$ cat config.mk
export PLATFORM = sky130hd
export DESIGN_NAME = ljlr_recon
export DESIGN_NICKNAME = d
export VERILOG_FILES = /design/src/rtl/ljlr_pkg.sv /design/src/rtl/ljlr_recon.sv
export SDC_FILE = /design/constraint.sdc
export NUM_CORES = 1
export LEC_CHECK = 0
export BUFFER_PORTS_ARGS = -buffer_cell sky130_fd_sc_hd__buf_2
export CAP_MARGIN = 30
export CORE_ASPECT_RATIO = 1.1
export CORE_UTILIZATION = 28
export DETAILED_ROUTE_END_ITERATION = 16
export GPL_TIMING_DRIVEN = 0
export PLACE_DENSITY_LB_ADDON = 0.12
export SETUP_SLACK_MARGIN = 0.02
export SLEW_MARGIN = 20
export SYNTH_ARGS = -nofsm -noshare
export SYNTH_HDL_FRONTEND = slang
export SYNTH_SLANG_ARGS = --single-unit
$ cat constraint.sdc
create_clock -name vclk -period 7.3
set_input_delay 0.365 -clock vclk [all_inputs]
set_output_delay 0.365 -clock vclk [all_outputs]
set_load 0.01 [all_outputs]
$ cat src/rtl/ljlr_pkg.sv
// ljlr_pkg: shared constants, register codes and types for the line reconstruct unit
// no dependencies; imported by every module of the block

package ljlr_pkg;

    localparam int MAX_WIDTH   = 4096;
    localparam int MAX_BANDS   = 4;

    localparam int SAMPLE_W    = 16;
    localparam int COL_W       = (MAX_WIDTH > 1) ? $clog2(MAX_WIDTH) : 1;
    localparam int BAND_W      = (MAX_BANDS > 1) ? $clog2(MAX_BANDS) : 1;
    localparam int WCNT_W      = $clog2(MAX_WIDTH + 1);
    localparam int BCNT_W      = $clog2(MAX_BANDS + 1);
    localparam int MEM_DEPTH   = MAX_WIDTH * MAX_BANDS;
    localparam int SLOT_W      = (MEM_DEPTH > 1) ? $clog2(MEM_DEPTH) : 1;

    // configuration register fields, fixed widths
    localparam int PRED_W      = 3;
    localparam int PREC_W      = 5;
    localparam int PT_W        = 4;
    localparam int LWIDTH_W    = 13;
    localparam int BANDS_W     = 3;
    localparam int CFG_IDX_W   = 3;
    localparam int CFG_DATA_W  = 16;

    // register indexes
    localparam logic [CFG_IDX_W-1:0] CFG_PREDICTOR       = 3'd0;
    localparam logic [CFG_IDX_W-1:0] CFG_PRECISION       = 3'd1;
    localparam logic [CFG_IDX_W-1:0] CFG_POINT_TRANSFORM = 3'd2;
    localparam logic [CFG_IDX_W-1:0] CFG_LINE_WIDTH      = 3'd3;
    localparam logic [CFG_IDX_W-1:0] CFG_BAND_COUNT      = 3'd4;
    localparam logic [CFG_IDX_W-1:0] CFG_WIDE_SAMPLES    = 3'd5;

    // predictor selects
    localparam logic [PRED_W-1:0] PRED_LEFT       = 3'd0;
    localparam logic [PRED_W-1:0] PRED_ABOVE      = 3'd1;
    localparam logic [PRED_W-1:0] PRED_UPPER_LEFT = 3'd2;
    localparam logic [PRED_W-1:0] PRED_PLANE      = 3'd3;
    localparam logic [PRED_W-1:0] PRED_LEFT_HALF  = 3'd4;
    localparam logic [PRED_W-1:0] PRED_ABOVE_HALF = 3'd5;
    localparam logic [PRED_W-1:0] PRED_AVERAGE    = 3'd6;

    typedef logic [SAMPLE_W-1:0] t_sample;
    typedef logic [SLOT_W-1:0]   t_slot;

    typedef struct packed {
        logic [PRED_W-1:0]  predictor;
        logic [PREC_W-1:0]  precision;
        logic [PT_W-1:0]    point_transform;
        logic [WCNT_W-1:0]  width_eff;
        logic [BCNT_W-1:0]  bands_eff;
        logic               wide;
        logic               cfg_err;
    } t_cfg;

endpackage

$ cat src/rtl/ljlr_recon.sv
// ljlr_recon: neighbor decode, predictor select and difference add for one sample
// depends on ljlr_pkg

module ljlr_recon (
    input  ljlr_pkg::t_cfg    i_cfg,
    input  ljlr_pkg::t_sample i_left,
    input  ljlr_pkg::t_sample i_above,
    input  ljlr_pkg::t_sample i_upper_left,
    input  logic signed [15:0] i_diff,
    input  logic              i_col_zero,
    input  logic              i_restart,
    output ljlr_pkg::t_sample o_result
);
    import ljlr_pkg::*;

    logic signed [16:0] a;
    logic signed [16:0] b;
    logic signed [16:0] c;
    logic signed [18:0] d_bc;
    logic signed [18:0] d_ac;
    logic signed [18:0] s_ab;
    logic signed [18:0] pred;
    logic [15:0]        mask;
    logic [4:0]         first_sh;
    logic [15:0]        first_pred;
    logic signed [18:0] sum;

    function automatic logic signed [16:0] read_nb(input t_sample v, input logic wide);
        logic signed [16:0] r;
        if (wide)
            r = {v[15], v};
        else
            r = {9'b0, v[7:0]};
        return r;
    endfunction

    always_comb begin
        a    = read_nb(i_left, i_cfg.wide);
        b    = read_nb(i_above, i_cfg.wide);
        c    = read_nb(i_upper_left, i_cfg.wide);
        mask = i_cfg.wide ? 16'hFFFF : 16'h00FF;
        d_bc = 19'(b) - 19'(c);
        d_ac = 19'(a) - 19'(c);
        s_ab = 19'(a) + 19'(b);

        first_sh   = i_cfg.precision - 5'(i_cfg.point_transform) - 5'd1;
        first_pred = i_cfg.cfg_err ? 16'd0 : ((16'd1 << first_sh) & mask);

        if (i_col_zero) begin
            if (i_restart)
                pred = 19'(first_pred);
            else
                pred = 19'(b);
        end else if (i_restart) begin
            pred = 19'(a);
        end else begin
            case (i_cfg.predictor)
                PRED_LEFT:       pred = 19'(a);
                PRED_ABOVE:      pred = 19'(b);
                PRED_UPPER_LEFT: pred = 19'(c);
                PRED_PLANE:      pred = 19'(a) + d_bc;
                PRED_LEFT_HALF:  pred = 19'(a) + (d_bc >>> 1);
                PRED_ABOVE_HALF: pred = 19'(b) + (d_ac >>> 1);
                PRED_AVERAGE:    pred = s_ab >>> 1;
                default:         pred = '0;
            endcase
        end

        sum      = pred + 19'(i_diff);
        o_result = sum[15:0] & mask;
    end

endmodule
==> metrics.yaml <==
via_per_inst: 5.53
holdWs_ns: 1.04
cp_slowest_cell: "a2111oi_1"
ys_seq_area_share_pct: 0
violations: "design-rule violations"
combPwrFrac_pct: 100.0
crit_required_ns: 6.93
syn_nets: 1074
drv_cap: 0
path_delay_family: "compound AO/OA/AOI/OAI gates"
min_period_ns: 6.60
relSlewSlack_pct: 42.9
synth_top_cells_by_area: "ha_1 20%, a21oi_1 7.5%, xnor2_1 7.5%"
p_clk_share_pct: 0
swShare_pct: 59.3
io_buffers: 92
p_leak_nw: 3.08
dpl.hpwl_um: 20300
grt_pass1_vias: 6463
synth_common_cells: "98 x nand2_1, 96 x ha_1, 88 x a21oi_1"
fin_nets: 1167
initial_core_util_pct: 28.5
fp.coreArea_um2: 20600
max_slew.worst_pin.slew_ns: 0.853
post-route-period-util_pct: 90.5
num_io_pins: 112
route.detailed.drc: 2
nFillCells: 2323
crit_buf_inv: 4
cp-end-kind: "output port"
hp-class: "in -> out"
grt_overflow: 0
pre_cts_ws_ns: -0.515
outcome: "finished with violations"
grt_pass1_wl_um: 36200
fp.dieH_um: 154
antennaDiodeCount: 0
cpPeakStageDelay_ns: 0.46
postSynthAreaPerCell_um2: 6.70
synth.distinct_cells: 66
drt_wl_total_um: 23200
route.antenna.remaining_nets: 0
fmax_mhz: 151
hold_viol: 0
yosysTopAreaCellShare_pct: 20.5
dieArea_um2: 21500
path_class: "in -> out"
p_switching_mw: 0.506
gp_congestion: 0.917
ys_warn_count: 0
postCtsSetupRepairBufs: 0
crit_arrival_ns: 6.24
multi_input_comb_area_um2: 5530
report.final.slew_viol_count: 0
fin_ws_ns: 0.696
die_width_um: 140
cp_max_fo: 23
p_int_mw: 0.347
antenna_found_initial: 0
p_seq_share_pct: 0
crit_path_start_kind: "primary input"
synth_top_area_cell: "ha_1"
grt_max_degree: 15
track_usage_pct: 21.5
rows: 55
syn_inst: 875
setup_viol: 0
syn_to_final_growth_pct: 13.4
syn-cell-area_um2: 5860
drtIter0Drc: 463
rsz0062_at_grt: "false"
final.clkbuf_count: 0
synth_most_common_cell: "nand2_1"
ir_drop_mv: 0.0329
seqCellArea_um2: 0
pwr_density_cell_nw_per_um2: 128
wl_per_cell_um: 19.0
dr.pass1.iters: 11
seq_cell_count: 0
num_vias: 6753
layout-drive-gt1-share_pct: 11.8
per-stage QoR:
step | cells | utilization, % | TNS, ns | total power [mW] | area, µm²
final | 1222 | 32.3 | 0 | 0.853 | 6650
after global routing | 1222 | 32.3 | 0 | 0.945 | 6650
after CTS | 1223 | 32.3 | 0 | 0.852 | 6650
after detailed placement | 1224 | 32.3 | -0.665 | 0.847 | 6650
after global placement | 1223 | 32.3 | -0.836 | 0.849 | 6640
after floorplan | 875 | - | 0 | 0.607 | 5860
power groups by stage:
stage	combinational, mW	sequential [mW]	clock (mW)
2_1_floorplan	0.607	0	0
3_3_place_gp	0.849	0	0
3_5_place_dp	0.847	0	0
4_1_cts	0.852	0	0
5_1_grt	0.945	0	0
6_report	0.853	0	0
layout make-up:
cell class | count | area share [%]
inverters | 59 | 3.33
multi-input cells | 787 | 83.2
plain buffers | 27 | 1.60
repair buffers | 93 | 7.04
well taps | 256 | 4.82
tightest hold or removal path, cell delays in order:
cell	delay [ns]
buf_2	0.08
ha_1	0.11
buf_2	0.12
cell usage in the layout (no fill, tap or decap), drive strengths merged, types with 12 or more instances in the layout:
cell type / instances
nand2: 98
buf: 98
ha: 96
a21oi: 89
nor2: 71
inv: 59
xnor2: 50
o21ai: 45
nor3: 28
xor2: 23
nand3: 22
clkbuf: 22
and2: 20
a21o: 19
nor2b: 16
a221oi: 14
a31oi: 12
mux2i: 12
worst paths after layout:
check | from | end | slack [ns] | cells after the start
setup / recovery | i_cfg[1] | o_result[15] | 0.70 | 28
hold / removal | i_diff[0] | o_result[0] | 1.04 | 3
cell families (layout without fill, tap and decap cells):
group	count (synthesis)	count (layout)	share of synthesized area [%]
buffers and inverters	88	179	5.68
adder cells (fa/ha/maj)	103	103	22.9
AO/OA/AOI/OAI	293	293	33.3
AND/OR/NAND/NOR	303	303	24.4
multiplexers	15	15	2.82
XOR/XNOR	73	73	10.9
layer usage:
| metal | GRT usage, % | up-vias | wire length, µm |
|---|---|---|---|
| met2 | 37.8 | 192 | 10900 |
| met5 | 0 | - | 0 |
| met1 | 28.3 | 3117 | 10600 |
| li1 | - | 3412 | - |
| met3 | 0.592 | 32 | 923 |
| met4 | 6.65 | 0 | 790 |
repair_timing:
| action | 4_1_cts | 5_1_grt |
|---|---|---|
| endpoints found under the hold margin | 0 | 0 |
| gates resized for setup | 2 | 2 |
| hold buffers | 0 | 0 |
| setup endpoints to repair | 3 | 3 |
Note: power is estimated with default switching activity, not from simulation.
