### src/rtl/ljlr_pkg.sv
// ljlr_pkg: shared constants, register codes and types for the line reconstruct unit
// no dependencies; imported by every module of the block

package ljlr_pkg;

    localparam int MAX_WIDTH   = 4096;
    localparam int MAX_BANDS   = 4;

    localparam int SAMPLE_W    = 16;
    localparam int COL_W       = (MAX_WIDTH > 1) ? $clog2(MAX_WIDTH) : 1;
    localparam int BAND_W      = (MAX_BANDS > 1) ? $clog2(MAX_BANDS) : 1;
    localparam int WCNT_W      = $clog2(MAX_WIDTH + 1);
    localparam int BCNT_W      = $clog2(MAX_BANDS + 1);
    localparam int MEM_DEPTH   = MAX_WIDTH * MAX_BANDS;
    localparam int SLOT_W      = (MEM_DEPTH > 1) ? $clog2(MEM_DEPTH) : 1;

    // configuration register fields, fixed widths
    localparam int PRED_W      = 3;
    localparam int PREC_W      = 5;
    localparam int PT_W        = 4;
    localparam int LWIDTH_W    = 13;
    localparam int BANDS_W     = 3;
    localparam int CFG_IDX_W   = 3;
    localparam int CFG_DATA_W  = 16;

    // register indexes
    localparam logic [CFG_IDX_W-1:0] CFG_PREDICTOR       = 3'd0;
    localparam logic [CFG_IDX_W-1:0] CFG_PRECISION       = 3'd1;
    localparam logic [CFG_IDX_W-1:0] CFG_POINT_TRANSFORM = 3'd2;
    localparam logic [CFG_IDX_W-1:0] CFG_LINE_WIDTH      = 3'd3;
    localparam logic [CFG_IDX_W-1:0] CFG_BAND_COUNT      = 3'd4;
    localparam logic [CFG_IDX_W-1:0] CFG_WIDE_SAMPLES    = 3'd5;

    // predictor selects
    localparam logic [PRED_W-1:0] PRED_LEFT       = 3'd0;
    localparam logic [PRED_W-1:0] PRED_ABOVE      = 3'd1;
    localparam logic [PRED_W-1:0] PRED_UPPER_LEFT = 3'd2;
    localparam logic [PRED_W-1:0] PRED_PLANE      = 3'd3;
    localparam logic [PRED_W-1:0] PRED_LEFT_HALF  = 3'd4;
    localparam logic [PRED_W-1:0] PRED_ABOVE_HALF = 3'd5;
    localparam logic [PRED_W-1:0] PRED_AVERAGE    = 3'd6;

    typedef logic [SAMPLE_W-1:0] t_sample;
    typedef logic [SLOT_W-1:0]   t_slot;

    typedef struct packed {
        logic [PRED_W-1:0]  predictor;
        logic [PREC_W-1:0]  precision;
        logic [PT_W-1:0]    point_transform;
        logic [WCNT_W-1:0]  width_eff;
        logic [BCNT_W-1:0]  bands_eff;
        logic               wide;
        logic               cfg_err;
    } t_cfg;

endpackage

### src/rtl/ljlr_cfg_regs.sv
// ljlr_cfg_regs: configuration register file with clamped line geometry and error flag
// depends on ljlr_pkg

module ljlr_cfg_regs (
    input  logic                           i_clk,
    input  logic                           i_rst_n,
    input  logic                           i_cfg_valid,
    output logic                           o_cfg_ready,
    input  logic [ljlr_pkg::CFG_IDX_W-1:0]  i_cfg_index,
    input  logic [ljlr_pkg::CFG_DATA_W-1:0] i_cfg_data,
    output ljlr_pkg::t_cfg                 o_cfg
);
    import ljlr_pkg::*;

    logic [PRED_W-1:0]   r_predictor;
    logic [PREC_W-1:0]   r_precision;
    logic [PT_W-1:0]     r_point_transform;
    logic [LWIDTH_W-1:0] r_line_width;
    logic [BANDS_W-1:0]  r_band_count;
    logic                r_wide;
    logic                cfg_we;
    logic [31:0]         lw_ext;
    logic [31:0]         bc_ext;

    assign o_cfg_ready = 1'b1;
    assign cfg_we      = i_cfg_valid && o_cfg_ready;

    always_ff @(posedge i_clk) begin
        if (!i_rst_n) begin
            r_predictor       <= PRED_LEFT;
            r_precision       <= PREC_W'(8);
            r_point_transform <= '0;
            r_line_width      <= LWIDTH_W'(1);
            r_band_count      <= BANDS_W'(1);
            r_wide            <= 1'b0;
        end else if (cfg_we) begin
            case (i_cfg_index)
                CFG_PREDICTOR:       r_predictor       <= i_cfg_data[PRED_W-1:0];
                CFG_PRECISION:       r_precision       <= i_cfg_data[PREC_W-1:0];
                CFG_POINT_TRANSFORM: r_point_transform <= i_cfg_data[PT_W-1:0];
                CFG_LINE_WIDTH:      r_line_width      <= i_cfg_data[LWIDTH_W-1:0];
                CFG_BAND_COUNT:      r_band_count      <= i_cfg_data[BANDS_W-1:0];
                CFG_WIDE_SAMPLES:    r_wide            <= i_cfg_data[0];
                default: ;
            endcase
        end
    end

    // zero reads as one, large values saturate
    always_comb begin
        lw_ext = 32'(r_line_width);
        bc_ext = 32'(r_band_count);
        if (lw_ext == 32'd0)
            lw_ext = 32'd1;
        if (lw_ext > 32'(MAX_WIDTH))
            lw_ext = 32'(MAX_WIDTH);
        if (bc_ext == 32'd0)
            bc_ext = 32'd1;
        if (bc_ext > 32'(MAX_BANDS))
            bc_ext = 32'(MAX_BANDS);
    end

    always_comb begin
        o_cfg.predictor       = r_predictor;
        o_cfg.precision       = r_precision;
        o_cfg.point_transform = r_point_transform;
        o_cfg.width_eff       = WCNT_W'(lw_ext);
        o_cfg.bands_eff       = BCNT_W'(bc_ext);
        o_cfg.wide            = r_wide;
        o_cfg.cfg_err         = {1'b0, r_point_transform} >= r_precision;
    end

endmodule

### config.mk
export PLATFORM = sky130hd
export DESIGN_NAME = ljlr_cfg_regs
export DESIGN_NICKNAME = d
export VERILOG_FILES = /design/src/rtl/ljlr_pkg.sv /design/src/rtl/ljlr_cfg_regs.sv
export SDC_FILE = /design/constraint.sdc
export NUM_CORES = 1
export LEC_CHECK = 0
export BUFFER_PORTS_ARGS = -buffer_cell sky130_fd_sc_hd__buf_4
export CORE_MARGIN = 4
export CORE_UTILIZATION = 28
export DETAILED_ROUTE_END_ITERATION = 10
export PLACE_DENSITY = 0.55
export RECOVER_POWER = 100
export SLEW_MARGIN = 40
export SYNTH_ARGS = -nofsm -noshare
export SYNTH_HDL_FRONTEND = slang
export SYNTH_SLANG_ARGS = --single-unit
### constraint.sdc
create_clock -name i_clk -period 1.3 [get_ports i_clk]
set_clock_uncertainty 0.05 [all_clocks]
set_input_delay 0.26 -clock i_clk [delete_from_list [all_inputs] [get_ports i_clk]]
set_output_delay 0.26 -clock i_clk [all_outputs]
set_load 0.02 [all_outputs]
==> flow_summary_export.csv <==
group,metric,value,unit
timing,final.period_utilization,132,%
power_and_ir_drop,worst_ir_drop_vdd,328,uV
timing,finalHoldViolCount,0,
clocking,cts.htree.levels,2,
logic_synthesis,post_synth_main_area_contributors,"sky130_fd_sc_hd__dfxtp_1 42%, sky130_fd_sc_hd__nor2b_1 10%, sky130_fd_sc_hd__mux2i_1 8.1%, sky130_fd_sc_hd__o21ai_0 6.2%, sky130_fd_sc_hd__nand3_1 5.9%",
power_and_ir_drop,switching_share,25.5,%
global_routing,grt_antenna_before_repair,0,
layout,layout-area-overhead-vs-synth,54.2,%
timing,timing.final.max_slew_violations,0,
critical_path,timing_worst_setup_path_type,"reg -> out",
global_routing,vias_in_the_first_global_route,1199,
placement,dpl.hpwl,2470,um
logic_synthesis,post_syn_nets,183,
critical_path,worst-endpoint-required,990,ps
route,finalWirelength,3440,um
global_routing,grt_util_all_layers,11.9,%
logic_synthesis,post_synth_num_cell_types,26,
route,routed-via-count,1227,
run_status,violations_in_the_final_reports,"negative setup slack",
logic_synthesis,synth_most_common_cell,"sky130_fd_sc_hd__dfxtp_1",
timing,setup_slack,-413,ps
critical_path,crit_path_dat,1400,ps
power_and_ir_drop,power.leakage,0.873,nW
clocking,cts.sinks,29,
layout,insertedDiodeCount,0,
global_routing,gr-total-overflow,0,
floorplan,initial_core_util,28.9,%
timing,rsz_0062_raised_after_global_routing,"true",
floorplan,io-pin-count,53,
floorplan,floorplan.die_area,0.00606,mm2
job,drv_cap,0,
route,drt_first_iter_violations,46,
timing,number_of_endpoints_failing_setup_at_the_final_stage,6,
route,routedWlPerCell,12.1,um
logic_synthesis,synthFlopType,"sky130_fd_sc_hd__dfxtp_1",
power_and_ir_drop,clock_power_share,37.5,%
route,route.detailed.drc,0,
min_path,worst_hold_path_type,"in -> reg",
placement,placed_area,0.00189,mm2
layout,area_of_all_placed_cells_without_fillers,0.00211,mm2
layout,post_route_cells_drive_above_1_share,44.4,%
timing,finalCriticalPeriod,1710,ps
clocking,ctsHoldBuffers,0,
logic_synthesis,synthesis_stage_register_bit_count,29,
critical_path,worst-r2r-setup-slack,440,ps
power_and_ir_drop,seq_power_share,48.8,%
critical_path,worst-r2r-cell-count,4,
critical_path,setup.worst_path.end_class,"output pin",
logic_synthesis,syn-cell-area,0.00137,mm2
layout,utilization,44.6,%
power_and_ir_drop,power.net_switching,0.478,mW
logic_synthesis,synth.cells.most_frequent,"29 x sky130_fd_sc_hd__dfxtp_1, 22 x sky130_fd_sc_hd__nor2b_1, 19 x sky130_fd_sc_hd__nand2_1",
floorplan,die-width,77.9,um
clocking,cts_tree,"yes",
min_path,worstHoldPathCells,3,
global_routing,grt_max_degree,46,
logic_synthesis,netlist.area_leader.share,42.5,%
timing,worstMarginPinSlew,509,ps
logic_synthesis,async_flop_share,0,%
logic_synthesis,postSynthAreaPerCell,8.70,um2
logic_synthesis,synth.yosys.seq_area_share,42.5,%
timing,achievable_frequency,584,MHz
run_status,outcome,"complete, but fails checks",
floorplan,fp.coreArea,0.00472,mm2
floorplan,die-height,77.9,um
floorplan,row_count,25,
critical_path,timing.critical_path.fanout_max,2,
layout,numnets_final,241,
global_routing,grt_first_pass_wirelength,5700,um
critical_path,worstSetupStartpointType,"register",
clocking,num_cts_buffers,5,
logic_synthesis,synth-edff-count,0,
route,vias_per_cell,4.34,
logic_synthesis,netlist.top_cell.by_area,"sky130_fd_sc_hd__dfxtp_1",
clocking,clk_root_buffer_cell,"sky130_fd_sc_hd__clkbuf_8",
route,final_antenna_net_count,0,
route,drt_pass1_iterations,4,
clocking,cts-root-to-sink-buffers,2,
clocking,clock_latency,270,ps
power_and_ir_drop,share_of_total_power_in_combinational_logic,13.7,%
timing,slew_headroom,66.0,%
placement,weighted_congestion_at_the_end_of_routability_driven_global_placement,0.696,
power_and_ir_drop,cellInternalPower,1.40,mW
logic_synthesis,netlist_instances,157,
layout,num-fill-cells,488,
logic_synthesis,yosysWarnings,0,
placement,place.port_buffers,48,
power_and_ir_drop,cellPowerDensity,891,mW/mm2
clocking,cts.clk_slew.worst_paths,70,ps
## cell families (layout without fill, tap and decap cells)
| family | after synthesis | count (layout) | synth area share (%) |
|---|---|---|---|
| compound gates | 23 | 23 | 9.16 |
| flops | 29 | 29 | 42.5 |
| buf+inv | 19 | 78 | 6.59 |
| other cells | 1 | 1 | 0.274 |
| simple gates | 70 | 70 | 29.8 |
| mux | 11 | 11 | 8.06 |
| fa+ha+maj | 4 | 4 | 3.66 |
## worst paths after layout
check | end | start
setup / recovery | o_cfg[0] | r_precision[1]
hold / removal | r_line_width[8] | i_cfg_data[8]
setup reg to reg | r_line_width[8] | r_line_width[8]
hold reg to reg | r_line_width[6] | r_line_width[6]
## layout make-up
type	instances	area [um2]	share of cell area [%]
flip-flops and latches	29	608	28.9
clock inverters	2	10.0	0.475
repair buffers	65	493	23.4
clock buffers	6	72.6	3.44
well taps	67	83.8	3.98
multi-input cells	109	821	39.0
inverters	5	18.8	0.891
## layout by cell type (no fill, tap or decap), drive strengths merged
| cell type | count |
|---|---|
| a21oi | 2 |
| a31oi | 1 |
| and4bb | 3 |
| buf | 49 |
| clkbuf | 22 |
| clkinv | 2 |
| conb | 1 |
| dfxtp | 29 |
| ha | 4 |
| inv | 5 |
| mux2i | 11 |
| nand2 | 19 |
| nand3 | 16 |
| nand4b | 2 |
| nor2 | 4 |
| nor2b | 22 |
| nor3 | 1 |
| nor4 | 2 |
| nor4b | 1 |
| o211ai | 2 |
| o21ai | 17 |
| o31a | 1 |
## power groups by stage
stage               clock network, mW  logic (mW)  registers (mW)
detailed placement                  0       0.245           0.935
floorplan                           0       0.117           0.944
CTS                             0.733       0.257           0.918
finish                          0.704       0.257           0.917
global placement                    0       0.244           0.934
global route                    0.765       0.285           0.919
## state kept, by name, summed over array words and instances (netlist names)
| name | cells |
|---|---|
| r_wide | 1 |
| r_point_transform | 4 |
| r_line_width | 13 |
| r_precision | 5 |
| r_band_count | 3 |
| r_predictor | 3 |
## routing by layer
| metal | share of wire (%) | wire [um] | global-route usage [%] | vias up |
|---|---|---|---|---|
| li1 | - | - | - | 647 |
| met1 | 45 | 1540 | 14.4 | 544 |
| met2 | 48 | 1670 | 19.3 | 32 |
| met3 | 4.9 | 170 | 3.36 | 4 |
| met4 | 1.8 | 61 | 5.87 | 0 |
| met5 | 0 | 0 | 0 | - |
## critical path, cell delays in order (launching register included)
cell and delay [ps]:
sky130_fd_sc_hd__dfxtp_4 340, sky130_fd_sc_hd__inv_2 60, sky130_fd_sc_hd__ha_4 190, sky130_fd_sc_hd__o21ai_2 120
sky130_fd_sc_hd__a21oi_2 40, sky130_fd_sc_hd__o31a_1 250, sky130_fd_sc_hd__buf_6 130
## repair_timing
item	CTS	global route
hold endpoints to repair	0	0
pin swaps	5	2
buffers inserted	1	1
endpoints found under the setup margin	12	13
resized for setup	18	30
## through the flow
| stage | cells | setup slack, ps | hold WS (ps) | power (mW) | TNS [ps] |
|---|---|---|---|---|---|
| 2_1_floorplan | 157 | -144 | 335 | 1.06 | -144 |
| 3_3_place_gp | 273 | -202 | 422 | 1.18 | -229 |
| 3_5_place_dp | 273 | -219 | 427 | 1.18 | -287 |
| 4_1_cts | 282 | -438 | 167 | 1.91 | -828 |
| 5_1_grt | 283 | -484 | 188 | 1.97 | -1270 |
| 6_report | 283 | -413 | 174 | 1.88 | -718 |
No activity file was read; power rests on OpenSTA's default activity.
